`config.mk`:
```
export PLATFORM = sky130hd
export DESIGN_NAME = min_tracking_stack
export DESIGN_NICKNAME = d
export VERILOG_FILES = /design/src/rtl/core/mst_pkg.sv /design/src/rtl/core/mst_cell.sv /design/src/rtl/core/min_tracking_stack.sv
export VERILOG_INCLUDE_DIRS = /design/src /design/src/rtl/core
export SDC_FILE = /design/constraint.sdc
export NUM_CORES = 2
export LEC_CHECK = 0
export BUFFER_PORTS_ARGS = -buffer_cell sky130_fd_sc_hd__buf_4
export CAP_MARGIN = 20
export CELL_PAD_IN_SITES_DETAIL_PLACEMENT = 0
export CELL_PAD_IN_SITES_GLOBAL_PLACEMENT = 1
export CORE_MARGIN = 3
export CORE_UTILIZATION = 50
export DETAILED_ROUTE_END_ITERATION = 7
export PLACE_DENSITY_LB_ADDON = 0.05
export SLEW_MARGIN = 0
export SYNTH_ARGS = -nofsm -noshare
export SYNTH_HDL_FRONTEND = slang
export SYNTH_SLANG_ARGS = --single-unit
```
`constraint.sdc`:
```
create_clock -name i_clk -period 151.6 [get_ports i_clk]
set_input_delay 37.9 -clock i_clk [delete_from_list [all_inputs] [get_ports i_clk]]
set_output_delay 37.9 -clock i_clk [all_outputs]
set_load 0.02 [all_outputs]
```
`src/rtl/core/min_tracking_stack_defines.svh`:
```
// Assertion macros for the min tracking stack.
// Every check is clocked on i_clk and idle while i_rst_n is low.
`ifndef MIN_TRACKING_STACK_DEFINES_SVH
`define MIN_TRACKING_STACK_DEFINES_SVH

`ifndef ASSERT_OFF
// Check a condition on every rising clock edge.
`define MST_ASSERT(lbl, cond) \
    lbl: assert property (@(posedge i_clk) disable iff (!i_rst_n) (cond)) \
        else $error("min_tracking_stack check failed");
// Check that the antecedent implies the consequent in the next cycle.
`define MST_ASSERT_NEXT(lbl, ante, cons) \
    lbl: assert property (@(posedge i_clk) disable iff (!i_rst_n) (ante) |=> (cons)) \
        else $error("min_tracking_stack check failed");
`else
`define MST_ASSERT(lbl, cond)
`define MST_ASSERT_NEXT(lbl, ante, cons)
`endif

`endif

```
`src/rtl/core/mst_pkg.sv`:
```
package mst_pkg;

    // Stored words carry one extra bit for the doubled value and one for
    // the subtraction, so the min encoding never overflows.
    localparam int WORD_W = 34;
    localparam int VAL_W  = 32;
    localparam int CAP_W  = 7;

    typedef logic signed [WORD_W-1:0] t_word;
    typedef logic signed [VAL_W-1:0]  t_val;

    localparam t_val             INT_MAX   = 32'sh7FFF_FFFF;
    localparam logic [CAP_W-1:0] CAP_RESET = 7'd64;

    // Operation selector in tuser.
    localparam logic [1:0] KIND_PUSH  = 2'd0;
    localparam logic [1:0] KIND_POP   = 2'd1;
    localparam logic [1:0] KIND_QUERY = 2'd2;

    // Result status codes.
    localparam logic [1:0] ST_DONE       = 2'd0;
    localparam logic [1:0] ST_PUSH_FULL  = 2'd1;
    localparam logic [1:0] ST_POP_EMPTY  = 2'd2;

    // Register index on the configuration port.
    localparam logic REG_CAPACITY = 1'b0;

    // Shift command broadcast to every cell of the stack.
    typedef struct packed {
        logic push;
        logic pop;
    } t_cell_ctl;

endpackage

```
`src/rtl/core/mst_cell.sv`:
```
// One stack entry. Cell 0 is the top; a push moves every word one cell
// deeper, a pop moves every word one cell toward the top.
module mst_cell (
    input  logic              i_clk,
    input  mst_pkg::t_cell_ctl i_ctl,
    input  mst_pkg::t_word    i_from_up,
    input  mst_pkg::t_word    i_from_dn,
    output mst_pkg::t_word    o_word
);

    mst_pkg::t_word r_word;

    // Shift with the rest of the chain, else hold.
    always_ff @(posedge i_clk) begin
        if (i_ctl.push) begin
            r_word <= i_from_up;
        end else if (i_ctl.pop) begin
            r_word <= i_from_dn;
        end
    end

    assign o_word = r_word;

endmodule

```
`src/rtl/core/min_tracking_stack.sv`:
```
// min_tracking_stack: LIFO of signed 32-bit values that reports its minimum.
// Input stream: s_axis_tuser selects push, pop or status query, and
// s_axis_tdata carries the value to push. Every accepted transfer yields
// exactly one result transfer on the m_axis side with the popped value,
// the minimum after the operation, empty and full flags and a status code.
// The result becomes valid in the cycle after the input transfer. Throughput is
// one item per cycle while the receiver keeps up: the chain of cells shifts
// once per operation and the top cell feeds the min encode/decode adder directly.
// The result sits in an output register; a new item is taken in the same
// cycle the held result is taken, so a stalled receiver stalls the input
// side once the register is full and nothing is lost.
// Reset (synchronous, active low) empties the stack, sets the minimum to
// the largest signed value and the capacity register to 64. Entry words are
// not cleared; only written entries are ever read.
// The APB port holds one register, capacity_limit, at address 0; it is
// clamped to 1..STACK_DEPTH and must be written only while the block idles.
`include "min_tracking_stack_defines.svh"

module min_tracking_stack #(
    parameter int STACK_DEPTH = 64
) (
    input  logic        i_clk,
    input  logic        i_rst_n,
    // APB configuration
    input  logic        psel,
    input  logic        penable,
    input  logic        pwrite,
    input  logic [2:0]  paddr,
    input  logic [31:0] pwdata,
    output logic [31:0] prdata,
    output logic        pready,
    // input stream
    input  logic        s_axis_tvalid,
    output logic        s_axis_tready,
    input  logic [31:0] s_axis_tdata,   // [31:0] push_value
    input  logic [1:0]  s_axis_tuser,   // [1:0] kind
    // result stream
    output logic        m_axis_tvalid,
    input  logic        m_axis_tready,
    // [31:0] popped_value, [63:32] current_minimum, [64] is_empty,
    // [65] is_full, [67:66] status, [71:68] zero
    output logic [71:0] m_axis_tdata
);

    localparam int CNT_W = $clog2(STACK_DEPTH + 1);
    localparam int CMP_W = (CNT_W > mst_pkg::CAP_W) ? CNT_W : mst_pkg::CAP_W;

    logic [mst_pkg::CAP_W-1:0] r_cap;
    logic [CNT_W-1:0]          r_count, n_count;
    mst_pkg::t_val             r_min, n_min;
    logic                      r_out_valid;
    logic [71:0]               r_out_data;

    logic                      w_cfg_wr;
    logic                      w_in_xfer;
    logic [CMP_W-1:0]          w_cap_raw, w_cap_eff, w_cnt_ext, w_ncnt_ext;
    logic                      w_full_now;
    mst_pkg::t_word            w_val34, w_min34, w_top, w_enc, w_dec, w_push_word;
    mst_pkg::t_val             w_popped;
    logic [1:0]                w_status;
    mst_pkg::t_cell_ctl        w_ctl;
    mst_pkg::t_word            w_cell [STACK_DEPTH];

    // Configuration port: single register, always ready.
    assign pready   = 1'b1;
    assign w_cfg_wr = psel && penable && pwrite && pready &&
                      (paddr[2] == mst_pkg::REG_CAPACITY);
    assign prdata   = (paddr[2] == mst_pkg::REG_CAPACITY) ?
                      {{(32 - mst_pkg::CAP_W){1'b0}}, r_cap} : 32'd0;

    always_ff @(posedge i_clk) begin
        if (!i_rst_n) begin
            r_cap <= mst_pkg::CAP_RESET;
        end else if (w_cfg_wr) begin
            r_cap <= pwdata[mst_pkg::CAP_W-1:0];
        end
    end

    // Clamp the capacity to 1..STACK_DEPTH.
    assign w_cap_raw = CMP_W'(r_cap);
    always_comb begin
        if (w_cap_raw == '0) begin
            w_cap_eff = CMP_W'(1);
        end else if (w_cap_raw > CMP_W'(STACK_DEPTH)) begin
            w_cap_eff = CMP_W'(STACK_DEPTH);
        end else begin
            w_cap_eff = w_cap_raw;
        end
    end
    assign w_cnt_ext  = CMP_W'(r_count);
    assign w_full_now = (w_cnt_ext >= w_cap_eff);

    // Take a new item whenever the output register frees up this cycle.
    assign s_axis_tready = !r_out_valid || m_axis_tready;
    assign w_in_xfer     = s_axis_tvalid && s_axis_tready;

    // Min encoding arithmetic around the top cell.
    assign w_val34 = {{2{s_axis_tdata[31]}}, s_axis_tdata};
    assign w_min34 = {{2{r_min[31]}}, r_min};
    assign w_top   = w_cell[0];
    assign w_enc   = (w_val34 <<< 1) - w_min34;
    assign w_dec   = (w_min34 <<< 1) - w_top;

    // Operation decode and next state.
    always_comb begin
        n_count     = r_count;
        n_min       = r_min;
        w_push_word = w_val34;
        w_popped    = '0;
        w_status    = mst_pkg::ST_DONE;
        w_ctl       = '0;
        case (s_axis_tuser)
            mst_pkg::KIND_PUSH: begin
                if (w_full_now) begin
                    w_status = mst_pkg::ST_PUSH_FULL;
                end else begin
                    w_ctl.push = w_in_xfer;
                    n_count    = r_count + CNT_W'(1);
                    if (r_count == '0) begin
                        n_min = s_axis_tdata;
                    end else if (w_val34 < w_min34) begin
                        w_push_word = w_enc;
                        n_min       = s_axis_tdata;
                    end
                end
            end
            mst_pkg::KIND_POP: begin
                if (r_count == '0) begin
                    w_status = mst_pkg::ST_POP_EMPTY;
                end else begin
                    w_ctl.pop = w_in_xfer;
                    n_count   = r_count - CNT_W'(1);
                    if (w_top < w_min34) begin
                        w_popped = r_min;
                        n_min    = w_dec[31:0];
                    end else begin
                        w_popped = w_top[31:0];
                    end
                    if (r_count == CNT_W'(1)) begin
                        n_min = mst_pkg::INT_MAX;
                    end
                end
            end
            default: begin
                // query and the unused code leave the state alone
            end
        endcase
    end
    assign w_ncnt_ext = CMP_W'(n_count);

    // Advance the stack state on each input transfer.
    always_ff @(posedge i_clk) begin
        if (!i_rst_n) begin
            r_count <= '0;
            r_min   <= mst_pkg::INT_MAX;
        end else if (w_in_xfer) begin
            r_count <= n_count;
            r_min   <= n_min;
        end
    end

    // Output register: load on input transfer, drop once taken.
    always_ff @(posedge i_clk) begin
        if (!i_rst_n) begin
            r_out_valid <= 1'b0;
        end else if (w_in_xfer) begin
            r_out_valid <= 1'b1;
        end else if (m_axis_tready) begin
            r_out_valid <= 1'b0;
        end
    end

    always_ff @(posedge i_clk) begin
        if (w_in_xfer) begin
            r_out_data <= {4'd0, w_status, (w_ncnt_ext >= w_cap_eff),
                           (n_count == '0), n_min, w_popped};
        end
    end

    assign m_axis_tvalid = r_out_valid;
    assign m_axis_tdata  = r_out_data;

    // Chain of stack cells, top at index 0.
    for (genvar g = 0; g < STACK_DEPTH; g++) begin : g_cell
        mst_pkg::t_word w_up, w_dn;
        if (g == 0) begin : g_top
            assign w_up = w_push_word;
        end else begin : g_mid
            assign w_up = w_cell[g-1];
        end
        if (g == STACK_DEPTH - 1) begin : g_bot
            assign w_dn = '0;
        end else begin : g_inner
            assign w_dn = w_cell[g+1];
        end
        mst_cell u_cell (
            .i_clk     (i_clk),
            .i_ctl     (w_ctl),
            .i_from_up (w_up),
            .i_from_dn (w_dn),
            .o_word    (w_cell[g])
        );
    end

    // Checks
    `MST_ASSERT(a_count_bound, r_count <= CNT_W'(STACK_DEPTH))
    `MST_ASSERT(a_empty_min, (r_count != '0) || (r_min == mst_pkg::INT_MAX))
    `MST_ASSERT(a_empty_result, !(m_axis_tvalid && m_axis_tdata[64]) || (m_axis_tdata[63:32] == mst_pkg::INT_MAX))
    `MST_ASSERT_NEXT(a_reject_holds, w_in_xfer && (w_status != mst_pkg::ST_DONE), (r_count == $past(r_count)) && (r_min == $past(r_min)))

endmodule

```
## Yosys cells after proc, flatten, opt, wreduce, memory -nomap -nowiden

Cells that the tools add are included.
W data, S select, Z words.

- Word-level logic and storage cells: 251
- Input port bits: 76
- Output and inout bits: 107
- Register bits: 2,291

- Equal/unequal tests: 2
- Bitwise logic cells: 2
- Add/subtract/negate cells: 4
- Order comparisons: 5
- Muxes and demuxes: 155
- Reduce and logical (&&, ||, !) cells: 13

Operators with widths:

| kind | number |
|---|---|
| $mux W34 | 132 |
| $mux W32 | 7 |
| $pmux W32 S2 | 1 |
| $mux W7 | 5 |
| $lt A34 B32 Y1 | 1 |
| $sub A33 B32 Y34 | 1 |
| $lt A32 B32 Y1 | 1 |
| $sub A32 B32 Y32 | 1 |
| $logic_not A7 Y1 | 3 |
| $ge A7 B7 Y1 | 2 |
| $pmux W7 S2 | 1 |
| $add A7 B1 Y7 const B | 1 |
| $eq A7 B1 Y1 const B | 1 |
| $gt A7 B7 Y1 const B | 1 |
| $mux W1 | 7 |
| $sub A7 B1 Y7 const B | 1 |
| $logic_and A1 B1 Y1 | 4 |
| $pmux W2 S2 | 1 |
| $reduce_bool A2 Y1 | 2 |
| $eq A2 B1 Y1 const B | 1 |
| $logic_not A2 Y1 | 1 |
| $mux W2 | 1 |
| $not A1 Y1 | 2 |
| $reduce_or A2 Y1 | 1 |
| other kinds (2) | 2 |

## Depth between registers and ports, before layout

- Depth in word-level cells: 7
- Mapped depth: 21
- Gate-level depth less buffers: 20

## Modules after synthesis

From an unflattened synthesis, not the netlist that was laid out.

- Cell total of the unflattened synthesis: 6,120
- Area total of the unflattened synthesis: 113,336.2 µm²

Modules (own cells, without submodules):

| module | cells an instance | times used | area each (µm²) |
|---|---|---|---|
| mst_cell | 73 | 64 | 1,590.3 |
| min_tracking_stack | 1,448 | 1 | 11,558.6 |

## Worst setup path after synthesis

No wires, ideal clock.

- Path kind: input-to-reg
- From: input port s_axis_tuser[0]
- To: register g_cell[0].u_cell.r_word[0], enable pin
- Arrival: 128.422 ns
- Data required time: 146.804 ns
- Setup time: 4.796 ns
- Cell stages on the path: 3
- Path slack: 18.383 ns
- Buffers on the path: 1
- Cells stage by stage: clkbuf_1 > o21ai_0 > nor2_1

- Word-level cells in the longest chain between the ends: 3
- Elaborated cells on any way between the ends: 5
- Those cells by class: eq/ne: 1; mux: 2; reduce/logical: 2

Ends and longest elaborated chain:

| what | line | text |
|---|---|---|
| from (decl) | min_tracking_stack.sv:36 | `input logic [1:0] s_axis_tuser,` |
| $eq A2 B1 Y1 / $logic_not A2 Y1 (equally long branches) | min_tracking_stack.sv:112 | `case (s_axis_tuser)` |
| $mux W1 | min_tracking_stack.sv:112 |  |
| $reduce_bool A2 Y1 (no source line) * | - |  |
| to (signal assigned) | mst_cell.sv:16 | `r_word <= i_from_up;` |
| to (signal assigned) | mst_cell.sv:18 | `r_word <= i_from_dn;` |
| to (decl) | mst_cell.sv:11 | `mst_pkg::t_word r_word;` |

Every way passes the cells marked *; elsewhere a longest branch is shown, timed or not.
A chain may end at the register's enable or synchronous reset.

## Final worst setup path

- From: input port m_axis_tready
- To: output port s_axis_tready

- Word-level cells in the longest chain between the ends: 1

Ends and longest elaborated chain:

| what | line | text |
|---|---|---|
| from (decl) | min_tracking_stack.sv:39 | `input logic m_axis_tready,` |
| $logic_or A1 B1 Y1 | min_tracking_stack.sv:94 | `assign s_axis_tready = !r_out_valid \|\| m_axis_tready;` |
| to (decl) | min_tracking_stack.sv:34 | `output logic s_axis_tready,` |

Every way passes these cells.

==> results.yml <==
outcome:
  run_status: "complete, no violations"
placed_design:
  dp.cells: 12900
  dpl.hpwl_um: 139000
  dp_slack_ps: 75370
  place.port_buffers: 125
  place.gp.congestion: 0.884
sta:
  fmax_mhz: 13.1
  worst_slew_pin_slew_ps: 1150
  rsz0062_at_grt: "no"
  setup_tns_ps: 0
  setup_viol: 0
  maxSlewHeadroom_pct: 23.3
  min_period_ps: 76230
  final-max-slew-violation-count: 0
  whs_ps: 512
  fin_ws_ps: 75370
  fin_skew_ps: 27.6
  final_hold_viol_count: 0
  fin_crit_sh_pct: 50.3
critical_path:
  r2r-start: "r_cap[6]$_SDFFE_PN1P_"
  critical-path-slowest-cell: "buf_4"
  critical_path_arrival_ps: 38330
  cpMostUsedCell: "buf_4"
  slowest_delay_ps: 170
  crit_path_max_fanout: 3
  rr_worst_depth: 17
  path_cells: "buf_4 -> nand2b_1 -> buf_4"
  crit_type: "in2out"
  cp-start-kind: "primary input"
  reg2reg_to: "g_cell[18].u_cell.o_word[24]$_DFFE_PP_"
  end_kind: "output port"
  cp.required_ps: 113700
  reg2reg_slack_ps: 142520
routing:
  drt_iter0_markers: 6138
  detail_route.first_pass.iterations: 8
  wl_per_cell_um: 16.7
  totalWireLength_um: 224000
  drc: 0
  vias: 70500
  viasPerCell: 5.27
  final_antenna_net_count: 0
synth:
  ys_warn_count: 0
  synth_edf_count: 2244
  synth_area_um2: 103000
  syn_inst: 10600
  synthArstFlopShare_pct: 0
  ys_ff_latch: 2291
  ys_seq_area_share_pct: 66.1
  avgSynthCellArea_um2: 9.76
  ys.flop_type: "edfxtp_1"
  synthDistinctLibCells: 79
hold_path:
  whs_endpoint: "g_cell[62].u_cell.o_word[16]$_DFFE_PP_"
  hold_class: "reg2reg"
  hold_path_depth: 2
  hp-start: "g_cell[63].u_cell.o_word[16]$_SDFFCE_PN0P_"
final_layout:
  final_cells: 13400
  drive_above_1_share_pct: 5.22
  area_growth_pct: 10.0
  final_common_cell: "nand2_1"
  final_cell_mix: "nand2_1, edfxtp_1, clkbuf_16"
  nNetsFinal: 10700
power:
  peakVddDrop_mv: 0.0113
  leakage_nw: 48.3
  power.density_nw_per_um2: 13.0
clock_tree:
  htree_num_levels: 4
  clkTransAtPathRegs_ps: 60
  cts_tree: "yes"
  post_cts_buffers: 0
  cts_resized: 0
  cts_sinks: 2291
  cts_root_buf: "clkbuf_16"
  clk_latency_ps: 840
  cts_hold_buf: 0
  cts_buffers: 237
  cts_buffer_depth: 3
global_routing:
  grt_first_pass_wirelength_um: 366000
  antenna_found_initial: 4
  overflow: 0
  grt_max_degree: 230
  grt_pass1_vias: 68800
  grt_util_all_layers_pct: 20.9
die:
  dieArea_um2: 212000
  die_w_um: 461
  start_util_pct: 50.4
  fp.coreArea_um2: 205000
  rows: 166
  pin_count: 183
  fp.dieH_um: 461
job:
  max_cap_viol_count: 0
==> power by group <==
group          switching [W]  internal, W
logic               0.000102    0.0000455
registers          0.0000214     0.000751
clock network       0.000243     0.000309
==> how the worst max path moves through the flow <==
| stage | from | end | cells after the start |
|---|---|---|---|
| floorplan | s_axis_tuser[0] | g_cell[0].u_cell.o_word[0]$_DFFE_PP_ | 3 |
| global placement | m_axis_tready | s_axis_tready | 3 |
| detailed placement | m_axis_tready | s_axis_tready | 3 |
| CTS | m_axis_tready | s_axis_tready | 3 |
| global route | paddr[2] | prdata[4] | 3 |
| finish | m_axis_tready | s_axis_tready | 3 |
==> sequential cells by signal, indices dropped and copies added (netlist names) <==
name	count
r_min	32
r_cap	7
g_cell.u_cell.o_word	2176
m_axis_tvalid	1
r_count	7
m_axis_tdata	68
==> routing by layer <==
layer,track usage [%],vias to the layer above,share of wire [%]
met4,4.90,4,2.1
met3,3.15,306,4.0
met5,0,-,0.012
li1,-,34700,-
met2,34.2,1148,48
met1,29.4,34400,46
==> layout make-up <==
| class | count | area [um^2] |
|---|---|---|
| Inverter | 102 | 383 |
| Antenna cell | 3 | 7.51 |
| Clock buffer | 305 | 6340 |
| Multi-Input combinational cell | 7638 | 32500 |
| Sequential cell | 2291 | 68300 |
| Clock inverter | 130 | 915 |
| Timing Repair Buffer | 217 | 1860 |
| Tap cell | 2688 | 3360 |
| Fill cell | 18500 | 91300 |
==> worst max-delay path, delay by kind of cell <==
| family | cells | cell delay (ps) |
|---|---|---|
| buffers and inverters | 2 | 270 |
| and+or+nand+nor | 1 | 160 |
==> synth_stat cells (8+ instances only) <==
master       n  area [um^2]
nand2_1   6476        24300
edfxtp_1  2244        67400
clkbuf_1   536         2010
o21ai_0    158          791
a21oi_1    153          766
ha_1       140         1750
nor2_1     122          458
inv_1      100          375
dfxtp_1     47          941
and3_1      43          269
nor3_1      35          175
a211oi_1    33          248
nand3_1     32          160
mux2i_1     31          310
buf_4       30          225
xnor2_1     30          263
a21o_1      26          195
nand4_1     22          138
xor2_1      20          175
a31oi_1     18          113
o31ai_1     18          135
a221oi_1    16          140
a22oi_1     15          113
nand2b_1    15         93.8
nor2b_1     15         93.8
a221o_1     13          130
o211ai_1    13         97.6
o21a_1      11         82.6
o22ai_1     11         68.8
and2_1      10         62.6
nor4_1      10         62.6
buf_2        8         40.0
o211a_1      8         80.1
==> stage by stage <==
step	instance area, um^2	total power [W]	utilization [%]
floorplan	103000	0.00103	-
global placement	106000	0.000931	51.8
finish	114000	0.00147	55.5
CTS	114000	0.00149	55.4
global route	114000	0.00154	55.4
detailed placement	106000	0.000935	51.8
==> logic make-up (layout without fill, tap and decap cells) <==
group / count (synthesis) / in the layout / synth area share (%)
XOR/XNOR: 50 / 50 / 0.424
other: 2 / 33 / 0.00727
multiplexers: 34 / 34 / 0.333
flip-flops: 2291 / 2291 / 66.1
adder cells (fa/ha/maj): 143 / 143 / 1.74
AO/OA/AOI/OAI: 573 / 573 / 3.56
AND/OR/NAND/NOR: 6808 / 6808 / 25.2
buffers and inverters: 680 / 754 / 2.60
No activity file was read; power rests on OpenSTA's default activity.
